$ cat src/rtl/lzp_pkg.sv
`default_nettype none
package lzp_pkg;

    localparam int TABLE_BITS  = 16;
    localparam int TABLE_DEPTH = 1 << TABLE_BITS;
    localparam int LITERAL_MAX = 62;
    localparam int MATCH_MAX   = 65535;
    localparam int HASH_SHIFT  = 5;

    // Count of buffered literals (0..LITERAL_MAX) and index into the literal store.
    localparam int LIT_W     = $clog2(LITERAL_MAX + 1);
    localparam int LIT_IDX_W = (LITERAL_MAX > 1) ? $clog2(LITERAL_MAX) : 1;

    localparam logic [4:0] HASH_BITS_RESET = 5'd16;

    localparam int CMDQ_DEPTH = 4;
    localparam int CMDQ_PTR_W = $clog2(CMDQ_DEPTH);

    // Token kinds on the output channel.
    localparam logic [1:0] KIND_MATCH   = 2'd0;
    localparam logic [1:0] KIND_LITHDR  = 2'd1;
    localparam logic [1:0] KIND_LITBYTE = 2'd2;
    localparam logic [1:0] KIND_END     = 2'd3;

    // Commands passed from the front to the back.
    localparam logic [1:0] CMD_MATCH  = 2'd0;
    localparam logic [1:0] CMD_LITRUN = 2'd1;
    localparam logic [1:0] CMD_END    = 2'd2;
    localparam logic [1:0] CMD_PUT    = 2'd3;

    typedef struct packed {
        logic [1:0]  op;
        logic [15:0] len;
        logic [7:0]  value;
        logic        last;
    } t_cmd;

    typedef struct packed {
        logic [1:0]  kind;
        logic [15:0] len;
        logic [7:0]  value;
        logic        last;
    } t_token;

endpackage
`default_nettype wire

$ cat src/rtl/lzp_cmdq.sv
`default_nettype none
module lzp_cmdq (
    input  wire logic          i_clk,
    input  wire logic          i_rst_n,
    input  wire logic          i_push,
    input  wire lzp_pkg::t_cmd i_data,
    output logic               o_full,
    input  wire logic          i_pop,
    output lzp_pkg::t_cmd      o_data,
    output logic               o_empty
);

    localparam int PW = lzp_pkg::CMDQ_PTR_W;

    lzp_pkg::t_cmd r_ent [0:lzp_pkg::CMDQ_DEPTH-1];
    logic [PW-1:0] r_wp;
    logic [PW-1:0] r_rp;
    logic [PW:0]   r_cnt;
    logic          do_push;
    logic          do_pop;

    assign o_full  = (r_cnt == (PW+1)'(lzp_pkg::CMDQ_DEPTH));
    assign o_empty = (r_cnt == '0);
    assign o_data  = r_ent[r_rp];
    assign do_push = i_push && !o_full;
    assign do_pop  = i_pop && !o_empty;

    always_ff @(posedge i_clk) begin
        if (do_push) begin
            r_ent[r_wp] <= i_data;
        end
    end

    always_ff @(posedge i_clk) begin
        if (!i_rst_n) begin
            r_wp  <= '0;
            r_rp  <= '0;
            r_cnt <= '0;
        end else begin
            if (do_push) begin
                r_wp <= r_wp + 1'b1;
            end
            if (do_pop) begin
                r_rp <= r_rp + 1'b1;
            end
            case ({do_push, do_pop})
                2'b10:   r_cnt <= r_cnt + 1'b1;
                2'b01:   r_cnt <= r_cnt - 1'b1;
                default: r_cnt <= r_cnt;
            endcase
        end
    end

endmodule
`default_nettype wire

$ cat config.mk
export PLATFORM = sky130hd
export DESIGN_NAME = lzp_cmdq
export DESIGN_NICKNAME = d
export VERILOG_FILES = /design/src/rtl/lzp_pkg.sv /design/src/rtl/lzp_cmdq.sv
export SDC_FILE = /design/constraint.sdc
export NUM_CORES = 1
export LEC_CHECK = 0
export BUFFER_PORTS_ARGS = -buffer_cell sky130_fd_sc_hd__buf_2
export CAP_MARGIN = 10
export CORE_UTILIZATION = 45
export CTS_CLUSTER_DIAMETER = 80
export DETAILED_ROUTE_END_ITERATION = 8
export SYNTH_ARGS = -nofsm -noshare
export SYNTH_HDL_FRONTEND = slang
export SYNTH_SLANG_ARGS = --single-unit
$ cat constraint.sdc
create_clock -name i_clk -period 3.55 [get_ports i_clk]
set_input_delay 1.065 -clock i_clk [delete_from_list [all_inputs] [get_ports i_clk]]
set_output_delay 1.065 -clock i_clk [all_outputs]
set_load 0.02 [all_outputs]
==> results of run 1 <==
-- layout make-up --
type | count | share of cell area [%]
clock buffers | 18 | 7.61
clock inverters | 14 | 3.78
inverters | 6 | 0.410
multi-input cells | 64 | 16.2
flip-flops and latches | 117 | 62.3
well taps | 129 | 2.94
repair buffers | 67 | 6.70
-- cell usage after synthesis, drive strengths merged --
cell type  count  share of area [%]
ha             5                1.4
mux4          27                 14
nor3           1               0.23
or3            2               0.28
inv            6               0.51
buf            7                1.6
o21ai          5               0.57
nand4bb        1               0.26
fa             1               0.45
clkbuf         1              0.085
xor2           1               0.20
dfxtp          9                4.1
edfxtp       108                 74
mux2i          2               0.45
and2           6               0.85
nor2b          2               0.28
nor3b          1               0.28
a21boi         2               0.34
nand2          7               0.60
xnor2          1               0.20
-- worst register-to-register path: stages, from the launching register on --
cell	delay, ns
dfxtp_1	0.37
nor3b_2	0.21
nor2b_1	0.16
inv_2	0.07
ha_1	0.17
inv_1	0.06
fa_1	0.37
xor2_1	0.15
or3_1	0.30
a21boi_1	0.13
-- through the flow --
step	instance area (sq um)	hold WS (ns)	util, %
after floorplan	4410	0.456	-
after global routing	5490	0.526	58.6
final	5490	0.502	58.6
after global placement	4870	0.488	51.9
after CTS	5490	0.503	58.6
after detailed placement	4870	0.495	51.9
-- power by group --
group	switching [W]	total, W	internal, W	leakage, nW
logic	0.000504	0.000912	0.000408	0.546
registers	0.0000863	0.00176	0.00167	1.07
clock network	0.000573	0.00178	0.00120	0.296
-- registers in the layout, indices dropped and copies added, names as in the netlist, named ones only --
register and count:
r_ent 108, r_cnt 3, r_wp 2, r_rp 2
-- cells by family (layout without fill, tap and decap cells) --
family          after synthesis  count (layout)  synth area share (%)
mux                          29              29                  14.2
flops                       117             117                  77.6
xor+xnor                      2               2                 0.397
simple gates                 20              20                  2.78
fa+ha+maj                     6               6                  1.87
buf+inv                      14             105                  2.21
compound gates                7               7                 0.907
-- metal layers --
metal	vias up	wire (um)	GRT usage [%]
li1	959	-	-
met1	1077	3300	20.9
met2	67	3750	26.4
met3	5	388	5.69
met4	0	67	7.02
met5	-	0	0
-- worst paths after layout --
| check | start | to | cells after the start |
|---|---|---|---|
| min | r_wp[1]$_SDFFE_PN0P_ | r_wp[1]$_SDFFE_PN0P_ | 2 |
| max reg2reg | r_cnt[2]$_SDFFE_PN0P_ | r_cnt[2]$_SDFFE_PN0P_ | 9 |
| min reg2reg | r_wp[1]$_SDFFE_PN0P_ | r_wp[1]$_SDFFE_PN0P_ | 2 |
| max | register | o_data[16] | 3 |
-- layout by cell type, fill, tap and decap left out, types with 3 or more instances in the layout --
cell	Yosys	routed
buf_2	4	59
mux4_2	27	27
edfxtp_1	108	108
inv_1	5	5
ha_1	5	5
nand2_1	7	7
clkbuf_16	0	16
dfxtp_1	9	8
buf_4	0	7
clkinvlp_4	0	3
bufinv_16	0	5
and2_1	6	6
o21ai_0	5	5
==> metrics, run 1 <==
number of antenna violations at the first check in global routing 0; DRC 0; Ys Warns 0; fin. max-slew vios 0; kind of critical path register to output port; row count 35; largest net degree at the start of global routing 28; Sequential Area 0.00342 sq mm; initial DRC count 102; multi-input logic area 891 sq um; sequential share of the synthesized area 77.6%; die area 0.0102 sq mm; H-Tree Depth 4; Area Overhead vs Synth 24.5%; TritonRoute pass-1 iters 4; outcome complete, no violations; Port-buffer cells 59; max-cap violation count 0; Slew @ Worst Pin 0.532 ns; Initial Util 47.1%; CTS tree done; Worst VDD drop 0.373 mV; grt ovf 0; Net Count, Synth 232; Power Dens Cells 809 mW/mm^2; CP Capture Type output port; Die H 101 um; worst skew pair latency 0.50 ns; Post-Layout Cell Count 415; post-synth cell types 23; DR vias 2108; skew final 0.00846 ns; pre-CTS WS 0.844 ns; CTS Buffer Depth 2; Data arrival, critical path 2.08 ns; GP Congestion 0.656; placed insts 383; core region area 0.00937 sq mm; RSZ-0062 raised after global routing no; CTS Buf Count 17; slew margin rel. 64.5%; Resized cells post-CTS 0; drt wl/cell 18.1 um; Max Clock Freq 318 MHz; Slowest-stage cell, CP dfxtp_2; worst hold path type register to register; ant diodes 0; FILL cells 735; crit start category register; total wire length 7510 um; IO Pins 60; flop-to-flop setup slack 1.50 ns; Period Utilization, post-route 88.6%; Post-Syn Area 0.00441 sq mm; worst path cell trace buf_12, mux4_2, buf_2; LEAKAGE 1.91 nW; Mapped Cells 195; layout cell share with drive strength beyond 1 44.4%; Setup TNS 0 ns; gr usage total 16.6%; CP max stage delay 0.62 ns; vias in the first global route 2249; Syn Area/Cell 22.6 sq um; HPWL after DPL 4510 um; post-route minimum period 3.15 ns; Clk pin slew, worst setup/hold paths 0.05 ns; Worst Path Buf+Inv 2; CTS sink cnt 117; setup repair bufs after CTS 0; CP delay by family, top flip-flops; CP required 2.48 ns; Via density 5.08; Tot Pwr 0.00444 W; final setup vio count 0; first-pass GRT wire length 11800 um; Die X-Extent 101 um; critical path peak fanout 12; root buffer cell clkbuf_8; final setup margin 0.405 ns; Routed Antenna Nets 0; Hold Fails Final Rpt 0; final net count 310; Hold Buf Count CTS 0; #FFs+latches synth 117
Power figures use the tool's default switching activity.
==> run 2: changes to the inputs <==
Settings changed: ABC_AREA from default to 1, TNS_END_PERCENT from default to 1.
==> run 2 against run 1 <==
Net effect:
- area after synthesis increased by 3.2%
- critical path type unchanged
- clock power fell by 9.6%
- sequential share of layout area grew 0.071 points
- via count grew 31%
- highest routed layer unchanged
- maximum frequency is 6.2% lower
==> metrics, run 2 <==
vias in the first global route 2697; CTS Buf Count 17; EDFF count, synth 108; Mapped Cells 331; post-synth top area cell edfxtp_1; sequential share of the synthesized area 75.2%; CP max stage delay 0.88 ns; Die X-Extent 103 um; Port-buffer cells 59; Ys Warns 0; gr busiest metal met2; Power Dens Cells 784 mW/mm^2; row count 36; Post-Syn Area 0.00455 sq mm; grt met1 use 22.3%; kind of critical path register to output port; Resized cells post-CTS 0; Sequential Area 0.00342 sq mm; worst hold path type register to register; max reg flops 108; LEAKAGE 2.00 nW; Max Clock Freq 298 MHz; crit start category register; multi-input logic area 923 sq um; Hold Path Depth 2; drt wl/cell 16.2 um; fin. max-slew vios 0; ant diodes 0; placed insts 511; Setup TNS 0 ns; skew final 0.00728 ns; Synth top area share 71.2%; RSZ-0062 raised after global routing no; final setup vio count 0; Main synth FF type edfxtp_1; Die H 103 um; Post-DP Area 0.00493 sq mm; root buffer cell clkbuf_8; Hold Buf Count CTS 0; CTS tree done; DRC 0; Area Overhead vs Synth 20.5%; Synth area leaders edfxtp_1 71%, nor2_1 5.2%, dfxtp_1 4.0%; hold path start r_wp[0]$_SDFFE_PN0P_; first-pass GRT wire length 13400 um; number of antenna violations at the first check in global routing 0; IO Pins 60; post-route minimum period 3.35 ns; largest net degree at the start of global routing 55; Initial Util 46.6%; Slew @ Worst Pin 0.920 ns; worst path cell trace buf_4, o21ai_0, o22ai_1, buf_2; Final Cell Area 0.00549 sq mm; slew margin rel. 38.5%; worst skew pair latency 0.51 ns; die area 0.0105 sq mm; gr usage total 18.0%; Post-Layout Cell Count 542; final net count 434; Routed Antenna Nets 0; Syn Area/Cell 13.8 sq um; core region area 0.00977 sq mm; max-cap violation count 0; Net Count, Synth 368; Data arrival, critical path 2.29 ns; WHS 0.499 ns; outcome complete, no violations; Hold Fails Final Rpt 0; M3 GR Usage 5.56%; met2 global-route usage 29.2%; setup repair bufs after CTS 0; CP required 2.48 ns; Via density 5.10; Period Utilization, post-route 94.4%; Largest regs r_ent: 108 flops, r_cnt: 3 flops; total wire length 8760 um; layout cell share with drive strength beyond 1 24.7%; commonest non-fill, non-tap cell in the layout edfxtp_1; Clk pin slew, worst setup/hold paths 0.06 ns; #FFs+latches synth 117; Largest Register r_ent; HPWL after DPL 4970 um; FILL cells 837; DR vias 2765; critical path peak fanout 44; most frequent cell after synthesis edfxtp_1; H-Tree Depth 4; initial DRC count 109; Slowest-stage cell, CP dfxtp_2; CP Capture Type output port; Worst VDD drop 0.529 mV; GP Congestion 0.729; reg-to-reg startpoint r_cnt[1]$_SDFFE_PN0P_; CTS Buffer Depth 2; post-synth cell types 21; commonest cells after routing, fill and taps aside 108 x edfxtp_1, 59 x nor2_1, 59 x buf_2; Synth async-reset ratio 0%; CTS sink cnt 117; Worst R2R Path Depth 12; grt ovf 0; commonest cells in the netlist 108 x edfxtp_1, 63 x nor2_1, 33 x o21ai_0; TritonRoute pass-1 iters 4
## run 2: cell type report
| class | count | area share [%] |
|---|---|---|
| timing repair buffer | 63 | 5.93 |
| clock buffer | 19 | 7.69 |
| inverter | 20 | 1.60 |
| sequential | 117 | 62.4 |
| multi-input combinational | 178 | 16.8 |
| clock inverter | 12 | 2.51 |
| tap | 133 | 3.03 |
## run 2: metal layers
metal  part of all wire, %  up-vias
met5                     0        -
met4                   1.5        0
met3                   4.4       12
met2                    49       63
met1                    45     1354
li1                      -     1336
## run 2: worst paths after layout
path | end | slack [ns]
worst max register to register | r_cnt[2]$_SDFFE_PN0P_ | 1.71
worst min register to register | r_wp[0]$_SDFFE_PN0P_ | 0.50
worst min-delay path | r_wp[0]$_SDFFE_PN0P_ | 0.50
worst max-delay path | o_data[17] | 0.20
## run 2: logic make-up (layout without fill, tap and decap cells)
group	count (synthesis)	after routing	synth area share, %
fa+ha+maj	6	6	1.81
buf+inv	36	114	5.17
flops	117	117	75.2
simple gates	84	84	7.39
compound gates	88	88	10.4
## run 2: worst max-delay path, delay by kind of cell (launching register included)
family | cells | cell delay, ns
buffers and inverters | 2 | 0.52
flip-flops | 1 | 0.88
AO/OA/AOI/OAI | 2 | 0.36
## run 2: where the power goes
part	switching, W	leakage, nW	internal, W	total, W
clock	0.000559	0.272	0.00105	0.00161
sequential	0.0000987	1.07	0.00165	0.00175
combinational	0.000649	0.666	0.000296	0.000945
total	0.00131	2.00	0.00299	0.00430
## run 2: stage by stage
step,setup WS [ns],total power (W),utilization (%)
2_1_floorplan,0.858,0.00246,-
3_3_place_gp,0.765,0.00270,50.4
3_5_place_dp,0.729,0.00273,50.4
4_1_cts,0.169,0.00432,56.1
5_1_grt,0.0441,0.00449,56.1
6_report,0.197,0.00430,56.1
