<file path="src/rtl/lzp_pkg.sv">
`default_nettype none
package lzp_pkg;

    localparam int TABLE_BITS  = 16;
    localparam int TABLE_DEPTH = 1 << TABLE_BITS;
    localparam int LITERAL_MAX = 62;
    localparam int MATCH_MAX   = 65535;
    localparam int HASH_SHIFT  = 5;

    // Count of buffered literals (0..LITERAL_MAX) and index into the literal store.
    localparam int LIT_W     = $clog2(LITERAL_MAX + 1);
    localparam int LIT_IDX_W = (LITERAL_MAX > 1) ? $clog2(LITERAL_MAX) : 1;

    localparam logic [4:0] HASH_BITS_RESET = 5'd16;

    localparam int CMDQ_DEPTH = 4;
    localparam int CMDQ_PTR_W = $clog2(CMDQ_DEPTH);

    // Token kinds on the output channel.
    localparam logic [1:0] KIND_MATCH   = 2'd0;
    localparam logic [1:0] KIND_LITHDR  = 2'd1;
    localparam logic [1:0] KIND_LITBYTE = 2'd2;
    localparam logic [1:0] KIND_END     = 2'd3;

    // Commands passed from the front to the back.
    localparam logic [1:0] CMD_MATCH  = 2'd0;
    localparam logic [1:0] CMD_LITRUN = 2'd1;
    localparam logic [1:0] CMD_END    = 2'd2;
    localparam logic [1:0] CMD_PUT    = 2'd3;

    typedef struct packed {
        logic [1:0]  op;
        logic [15:0] len;
        logic [7:0]  value;
        logic        last;
    } t_cmd;

    typedef struct packed {
        logic [1:0]  kind;
        logic [15:0] len;
        logic [7:0]  value;
        logic        last;
    } t_token;

endpackage
`default_nettype wire

</file>
<file path="src/rtl/lzp_back.sv">
`default_nettype none
module lzp_back (
    input  wire logic          i_clk,
    input  wire logic          i_rst_n,
    input  wire lzp_pkg::t_cmd i_cmd,
    input  wire logic          i_empty,
    output logic               o_pop,
    output logic               o_tvalid,
    input  wire logic          i_tready,
    output logic [23:0]        o_tdata,
    output logic [1:0]         o_tuser,
    output logic               o_tlast
);

    localparam logic B_IDLE = 1'b0;
    localparam logic B_BYTE = 1'b1;

    localparam int LW = lzp_pkg::LIT_W;
    localparam int IW = lzp_pkg::LIT_IDX_W;

    logic [7:0] store [0:lzp_pkg::LITERAL_MAX-1];

    logic            r_st;
    logic            r_ov;
    lzp_pkg::t_token r_tok;
    logic [LW-1:0]   r_left;
    logic [IW-1:0]   r_ri;
    logic [IW-1:0]   r_wp;
    logic            r_lastf;
    logic [7:0]      r_rdata;

    logic            n_st;
    logic            n_ov;
    lzp_pkg::t_token n_tok;
    logic [LW-1:0]   n_left;
    logic [IW-1:0]   n_ri;
    logic [IW-1:0]   n_wp;
    logic            n_lastf;
    logic            out_free;
    logic            st_we;
    logic            st_re;
    logic [IW-1:0]   st_raddr;

    assign out_free = !r_ov || i_tready;

    always_comb begin
        n_st     = r_st;
        n_ov     = r_ov && !i_tready;
        n_tok    = r_tok;
        n_left   = r_left;
        n_ri     = r_ri;
        n_wp     = r_wp;
        n_lastf  = r_lastf;
        o_pop    = 1'b0;
        st_we    = 1'b0;
        st_re    = 1'b0;
        st_raddr = '0;
        case (r_st)
            B_IDLE: begin
                if (!i_empty) begin
                    case (i_cmd.op)
                        lzp_pkg::CMD_PUT: begin
                            st_we = 1'b1;
                            n_wp  = r_wp + 1'b1;
                            o_pop = 1'b1;
                        end
                        lzp_pkg::CMD_MATCH: begin
                            if (out_free) begin
                                n_tok = '{kind: lzp_pkg::KIND_MATCH, len: i_cmd.len,
                                          value: 8'd0, last: i_cmd.last};
                                n_ov  = 1'b1;
                                o_pop = 1'b1;
                            end
                        end
                        lzp_pkg::CMD_LITRUN: begin
                            if (out_free) begin
                                n_tok   = '{kind: lzp_pkg::KIND_LITHDR, len: i_cmd.len,
                                            value: 8'd0, last: 1'b0};
                                n_ov    = 1'b1;
                                o_pop   = 1'b1;
                                n_left  = i_cmd.len[LW-1:0];
                                n_ri    = '0;
                                n_lastf = i_cmd.last;
                                // Fetch the first byte while the header goes out.
                                st_re   = 1'b1;
                                n_st    = B_BYTE;
                            end
                        end
                        default: begin
                            if (out_free) begin
                                n_tok = '{kind: lzp_pkg::KIND_END, len: 16'd0,
                                          value: 8'd0, last: i_cmd.last};
                                n_ov  = 1'b1;
                                o_pop = 1'b1;
                            end
                        end
                    endcase
                end
            end
            default: begin
                if (out_free) begin
                    n_tok = '{kind: lzp_pkg::KIND_LITBYTE, len: 16'd0, value: r_rdata,
                              last: r_lastf && (r_left == LW'(1))};
                    n_ov  = 1'b1;
                    if (r_left == LW'(1)) begin
                        n_wp = '0;
                        n_st = B_IDLE;
                    end else begin
                        st_re    = 1'b1;
                        st_raddr = r_ri + 1'b1;
                        n_ri     = r_ri + 1'b1;
                        n_left   = r_left - 1'b1;
                    end
                end
            end
        endcase
    end

    always_ff @(posedge i_clk) begin
        if (st_we) begin
            store[r_wp] <= i_cmd.value;
        end
        if (st_re) begin
            r_rdata <= store[st_raddr];
        end
    end

    always_ff @(posedge i_clk) begin
        r_tok <= n_tok;
    end

    always_ff @(posedge i_clk) begin
        if (!i_rst_n) begin
            r_st    <= B_IDLE;
            r_ov    <= 1'b0;
            r_left  <= '0;
            r_ri    <= '0;
            r_wp    <= '0;
            r_lastf <= 1'b0;
        end else begin
            r_st    <= n_st;
            r_ov    <= n_ov;
            r_left  <= n_left;
            r_ri    <= n_ri;
            r_wp    <= n_wp;
            r_lastf <= n_lastf;
        end
    end

    assign o_tvalid = r_ov;
    assign o_tdata  = {r_tok.value, r_tok.len};
    assign o_tuser  = r_tok.kind;
    assign o_tlast  = r_tok.last;

endmodule
`default_nettype wire

</file>
<file path="config.mk">
export PLATFORM = sky130hd
export DESIGN_NAME = lzp_back
export DESIGN_NICKNAME = d
export VERILOG_FILES = /design/src/rtl/lzp_pkg.sv /design/src/rtl/lzp_back.sv
export SDC_FILE = /design/constraint.sdc
export NUM_CORES = 1
export LEC_CHECK = 0
export BUFFER_PORTS_ARGS = -buffer_cell sky130_fd_sc_hd__buf_2
export CORE_MARGIN = 2
export CORE_UTILIZATION = 30
export CTS_BUF_LIST = sky130_fd_sc_hd__clkbuf_8
export DETAILED_ROUTE_END_ITERATION = 6
export GPL_TIMING_DRIVEN = 0
export SLEW_MARGIN = 15
export SYNTH_ARGS = -nofsm -noshare
export SYNTH_HDL_FRONTEND = slang
export SYNTH_SLANG_ARGS = --single-unit
</file>
<file path="constraint.sdc">
create_clock -name i_clk -period 2.95 [get_ports i_clk]
set_input_delay 0.59 -clock i_clk [delete_from_list [all_inputs] [get_ports i_clk]]
set_output_delay 0.59 -clock i_clk [all_outputs]
set_load 0.005 [all_outputs]
</file>
==> flow_summary.yaml, run 1 <==
timing:
  max_freq_ghz: 0.322
  drv_slew: 0
  setup_violations: 35
  timing.final.crit_period_ns: 3.11
  tightest_slew_ns: 0.852
  hold_slack_ns: 0.172
  setup_slack_ns: -0.159
  fin_crit_sh: 1.05
  finalHoldViolCount: 0
  rsz0062_at_grt: "yes"
  relSlewSlack: 0.432
  finClkSkew_ns: 0.0496
clock_network:
  cts_made_buffers: 89
  clk_latency_ns: 0.73
  cts-root-buf: "clkbuf_8"
  clk_pin_slew_ns: 0.06
  cts_tree: "yes"
  h-tree-depth: 3
  cts.path.max_buffers: 3
  clkSinkCount: 552
layout:
  drive_above_1_share: 0.245
  synthToLayoutAreaGrowth_pct: 18.0
  layout.nets: 1759
  design_area_sq_um: 26700
  fillers: 7100
placement:
  place_hpwl_mm: 43.3
  placed_area_sq_um: 24200
  place_congestion: 0.985
  portBuffers: 59
yosys:
  syn_area_sq_um: 22600
  synth_area_leaders: "edfxtp_1 (70%), mux2i_1 (2.5%), nand2_1 (2.5%)"
  synth-seq-area-share: 0.723
  ys_seq_elements: 552
  synth_nets: 1596
  synth_top_area_frac: 0.705
  synth_edf_count: 531
  synth_flop_cell: "edfxtp_1"
  ys_types: 75
  synthCells: 1561
  avgSynthCellArea_sq_um: 14.5
  yosysWarnings: 0
  yosysTopAreaCell: "edfxtp_1"
  synthArstFlopShare: 0
worst_setup_path:
  worstPathRequired_ns: 3.35
  startpoint_type: "flop"
  worst_ep_arrival_time_ns: 3.51
  worstSetupPathType: "reg -> reg"
  cp_max_fo: 10
  setup.worst_path.end_class: "flop"
die:
  die_h_um: 279
  initial_core_util: 0.303
  rows: 100
  die_w_um: 279
  dieArea_sq_um: 77600
  io_pins: 60
  fp.coreArea_sq_um: 74600
run_status:
  violations: "DRC, setup timing"
  run_status: "complete, but fails checks"
global_route:
  grt_pass1_vias: 14600
  antenna_found_initial: 3
  grt_max_degree: 63
  grt_pass1_wl_mm: 94.9
  grtUsageTotal: 0.167
  gr-total-overflow: 0
routing:
  ant_nets: 0
  vias_per_cell: 5.34
  initialDrtViolationCount: 1785
  num_vias: 14800
  wl_mm: 65.5
  post_drt_wl_per_cell_um: 23.7
  first_pass_iters: 7
  drc: 2
worst_hold_path:
  min_path_type: "in -> reg"
power:
  power_density_nw_per_um2: 584
  irDropWorstVdd_uv: 341
  p_leak_nw: 8.76
run:
  cap_violations: 0
[cell usage in the layout, fill, tap and decap left out, types with 14 or more instances in the layout]
cell type and count:
mux2_2 32, a211oi_1 62, inv_1 32, o22ai_1 15, buf_4 42, buf_2 73, nor2b_1 19, clkbuf_2 14
clkbuf_1 16, clkbuf_8 93, a21oi_1 39, a211o_1 18, a31oi_1 34, nand2_1 145, and3_1 69, and2_1 33
nor2_1 52, mux2i_1 57, nor2_4 15, dfxtp_1 19, o21ai_0 43, nand3_1 31, edfxtp_1 531, clkinv_1 20
nor2_2 53
[path summary, 6_finish.rpt]
path,startpoint,end,slack (ns),depth (start not counted)
max,r_ri[0]$_SDFFE_PN0P_,r_rdata[1]$_DFFE_PP_,-0.16,10
min,i_cmd[18],o_tdata[9]$_SDFFCE_PP0P_,0.17,2
max reg2reg,r_ri[0]$_SDFFE_PN0P_,r_rdata[1]$_DFFE_PP_,-0.16,10
min reg2reg,r_rdata[6]$_DFFE_PP_,o_tdata[22]$_SDFFCE_PN0P_,0.52,1
[sequential cells by signal, summed over array words and instances, names as in the netlist]
signal,flops
r_ri,6
o_tuser,2
store,496
r_left,6
o_tdata,24
r_st,1
r_lastf,1
o_tvalid,1
r_rdata,8
r_wp,6
o_tlast,1
[cells by family (layout without fill, tap and decap cells)]
logic type,count (synthesis),count (layout),share of synthesized area
muxes,90,90,0.0421
adders and majority gates,4,4,0.00221
and+or+nand+nor,473,473,0.102
AOI/OAI and AO/OA,325,325,0.102
other,0,2,0
xor gates and xnor gates,9,9,0.00564
DFF,552,552,0.723
buffers and inverters,108,341,0.0218
[worst max-delay path: stages (launching register included)]
cell and delay [ns]:
dfxtp_4 0.39, ha_1 0.30, buf_4 0.22, nand3_1 0.23, nor2_4 0.25, buf_6 0.22
buf_6 0.22, mux2i_1 0.26, a32oi_1 0.14, and3_1 0.23, a211o_1 0.35
[cell usage after synthesis (11+ instances only)]
cell type / instances
a211o_1: 18
mux2_2: 32
nand3_1: 33
clkbuf_1: 40
nor2_1: 116
a31oi_1: 35
nand2_1: 148
or3_1: 11
o22ai_1: 15
o21ai_0: 54
mux2i_1: 57
a32oi_1: 13
and2_1: 33
nor2b_1: 20
and3_1: 70
a2bb2oi_1: 14
edfxtp_1: 531
a211oi_1: 69
buf_2: 43
dfxtp_1: 21
a21oi_1: 40
[routing by layer]
layer | wire length [um] | vias up | global-route usage | part of all wire
met2 | 29900 | 759 | 0.261 | 0.46
met4 | 2290 | 0 | 0.0630 | 0.035
li1 | - | 6433 | - | -
met5 | 0 | - | 0 | 0
met1 | 26900 | 7437 | 0.217 | 0.41
met3 | 6450 | 146 | 0.0499 | 0.098
[where the power goes]
group / internal [mW] / switching, mW / total (mW)
sequential: 8.65 / 0.0245 / 8.68
clock: 3.01 / 3.10 / 6.11
combinational: 0.236 / 0.566 / 0.802
[through the flow]
| stage | cells | TNS (ns) | setup WS (ns) | power [mW] | utilization |
|---|---|---|---|---|---|
| after floorplan | 1561 | 0 | 0.387 | 9.17 | - |
| after global placement | 2589 | -20.58 | -1.06 | 9.56 | 0.324 |
| after detailed placement | 2590 | -37.51 | -1.07 | 9.57 | 0.324 |
| after CTS | 2763 | -4.87 | -0.136 | 15.7 | 0.355 |
| after global routing | 2765 | -23.91 | -0.224 | 16.1 | 0.358 |
| final | 2765 | -1.53 | -0.159 | 15.6 | 0.358 |
[final cells by class]
| cell class | instances | area [sq um] | area share |
|---|---|---|---|
| inverter | 8 | 30.0 | 0.00112 |
| multi-input combinational | 901 | 6380 | 0.239 |
| timing repair buffer | 75 | 455 | 0.0171 |
| sequential | 552 | 16400 | 0.613 |
| clock buffer | 92 | 1270 | 0.0474 |
| clock inverter | 69 | 358 | 0.0134 |
| buffer | 97 | 618 | 0.0232 |
| tap | 969 | 1210 | 0.0454 |
| antenna | 2 | 5.00 | 0.000187 |
[what timing repair did]
item | in CTS | in global routing
pin swaps | 17 | 3
buffers inserted | 15 | 0
hold buffers | 0 | 0
gates resized for setup | 161 | 72
endpoints found under the hold margin | 0 | 0
endpoints found under the setup margin | 125 | 473
No activity file was read; power rests on OpenSTA's default activity.
==> run 2, diff against run 1 <==
--- a/config.mk
+++ b/config.mk
@@ -7,10 +7,12 @@
 export LEC_CHECK = 0
 export BUFFER_PORTS_ARGS = -buffer_cell sky130_fd_sc_hd__buf_2
 export CORE_MARGIN = 2
-export CORE_UTILIZATION = 30
+export CORE_UTILIZATION = 60
 export CTS_BUF_LIST = sky130_fd_sc_hd__clkbuf_8
 export DETAILED_ROUTE_END_ITERATION = 6
 export GPL_TIMING_DRIVEN = 0
+export PLACE_DENSITY = 0.77
+export RECOVER_POWER = 25
 export SLEW_MARGIN = 15
 export SYNTH_ARGS = -nofsm -noshare
 export SYNTH_HDL_FRONTEND = slang
==> constraint.sdc (replaced) <==
create_clock -name i_clk -period 2.95 [get_ports i_clk]
set_input_delay 0.59 -clock i_clk [delete_from_list [all_inputs] [get_ports i_clk]]
set_output_delay 0.59 -clock i_clk [all_outputs]
set_load 0.02 [all_outputs]
==> run 2 against run 1 <==
Net effect:
- the run ends with capacitance limit, slew limit, setup timing left
- non-clock buffer count decreased by 1
- die area decreased by 49%
- first-iteration DRC count decreased by 1.5%
- clock power about the same
- sequential share of layout area increased by 1.6 points
- clock skew decreased by 0.023 ns
- core utilization increased by 34 points
- largest cell class unchanged
- largest power group unchanged
- highest routed layer unchanged
==> flow_summary.yaml, run 2 (synthesized netlist as in run 1, its figures left out) <==
run_status:
  run_status: "complete, but fails checks"
  violations: "capacitance limit, slew limit, setup timing"
layout:
  n_antenna_cell: 0
  final_common_cell: "edfxtp_1"
  synthToLayoutAreaGrowth_pct: 14.9
  layout.nets: 1754
  layout_common_cells: "edfxtp_1 (531), nand2_1 (145), clkbuf_8 (88)"
  top_register: "store"
  finalNonFillerCells: 2299
  largest_register_ffs: 496
  drive_above_1_share: 0.233
  final_util: 0.695
timing:
  setup_violations: 33
  rsz0062_at_grt: "yes"
  timing.final.crit_period_ns: 3.06
  finalHoldViolCount: 0
  fin_crit_sh: 1.04
  hold_slack_ns: 0.214
  setup_slack_ns: -0.105
  finClkSkew_ns: 0.0268
  tightest_slew_ns: 1.58
  tns_ns: -0.789
  drv_slew: 251
  max_freq_ghz: 0.327
  relSlewSlack: -0.0552
routing:
  first_pass_iters: 6
  vias_per_cell: 6.51
  wl_mm: 61.8
  ant_nets: 0
  post_drt_wl_per_cell_um: 26.9
  num_vias: 15000
  drc: 0
  initialDrtViolationCount: 1758
die:
  rows: 71
  die_w_um: 198
  die_h_um: 198
  dieArea_sq_um: 39300
  initial_core_util: 0.605
  fp.coreArea_sq_um: 37400
  io_pins: 60
worst_setup_path:
  setup.worst_path.end_class: "flop"
  rrSetupSlack_ns: -0.11
  worstSetupPathType: "reg -> reg"
  cp_top_family: "compound AO/OA/AOI/OAI gates"
  r2r_start: "r_ri[0]$_SDFFE_PN0P_"
  cp_num_buf_inv: 3
  startpoint_type: "flop"
  cp_max_fo: 10
  worst_path_largest_cell_delay_ns: 0.40
  worst_ep_arrival_time_ns: 3.43
  path_cells: "ha_1 > buf_4 > nand3_1 > nor2_4 > buf_6 > buf_4 > mux2i_2 > o32a_1 > a2bb2oi_2 > a211o_1"
  cp_slowest_cell: "dfxtp_4"
  rr_endpoint: "r_rdata[5]$_DFFE_PP_"
  crit_path_frequent_cell: "buf_4"
  ff2ff_path_depth: 10
  worstPathRequired_ns: 3.32
clock_network:
  clk_pin_slew_ns: 0.06
  cts-root-buf: "clkbuf_8"
  clkSinkCount: 552
  cts_tree: "yes"
  clk_latency_ns: 0.67
  cts.path.max_buffers: 3
  hold_buffers: 0
  cts_made_buffers: 85
  h-tree-depth: 3
global_route:
  gr-total-overflow: 0
  grtUsageTotal: 0.319
  grt_pass1_vias: 14400
  grt_max_degree: 63
  grt_pass1_wl_mm: 89.4
  antenna_found_initial: 0
placement:
  place_congestion: 1.00
  portBuffers: 59
  place_hpwl_mm: 39.7
  place_inst: 2132
power:
  power_density_nw_per_um2: 600
  irDropWorstVdd_uv: 569
  power_mw: 15.6
  p_leak_nw: 8.74
run:
  cap_violations: 4
worst_hold_path:
  min_to: "o_tdata[12]$_SDFFCE_PP0P_"
  min_path_type: "in -> reg"
  whs_path_depth: 2
  hold_start: "i_cmd[21]"
==> run 2: final cells by class <==
cell class / count / area, sq um
buffer: 94 / 591
clock buffer: 88 / 1210
clock inverter: 68 / 412
fill: 2521 / 11400
inverter: 8 / 30.0
multi-input combinational: 901 / 6290
sequential: 552 / 16400
tap: 511 / 639
timing repair buffer: 77 / 455
==> run 2: repair_timing <==
| item | in CTS | in global routing |
|---|---|---|
| pin swaps | 7 | 8 |
| setup buffers | 12 | 5 |
| setup endpoints to repair | 117 | 349 |
| gates resized for setup | 126 | 87 |
==> run 2: metal layers <==
metal,routed length (um),up-vias,GRT usage
li1,-,6409,-
met4,3390,0,0.169
met3,6620,204,0.0681
met1,22900,7353,0.417
met5,0,-,0
met2,28800,1003,0.508
==> run 2: per-stage QoR <==
step | setup slack (ns) | instance area (sq um)
after floorplan | 0.387 | 22600
after global placement | -0.984 | 23600
after detailed placement | -1.04 | 23600
after CTS | -0.123 | 25700
after global routing | -0.239 | 26000
final | -0.105 | 26000
==> run 2: where the power goes <==
part	switching, mW	total, mW	internal (mW)
Combinational	0.586	0.817	0.231
Clock	2.95	6.10	3.15
Sequential	0.0243	8.68	8.66
==> run 2: how the worst max path moves through the flow <==
stage                    startpoint                     end  slack, ns  cells past startpoint
2_1_floorplan  r_ri[0]$_SDFFE_PN0P_    r_rdata[5]$_DFFE_PP_       0.39                     10
3_3_place_gp               i_tready    r_rdata[4]$_DFFE_PP_      -0.98                      9
3_5_place_dp               i_tready    r_rdata[4]$_DFFE_PP_      -1.04                      9
4_1_cts             r_st$_SDFF_PN0_   store[6][5]$_DFFE_PP_      -0.12                      6
5_1_grt             r_st$_SDFF_PN0_  store[42][7]$_DFFE_PP_      -0.24                      6
6_report       r_ri[0]$_SDFFE_PN0P_    r_rdata[5]$_DFFE_PP_      -0.11                     10
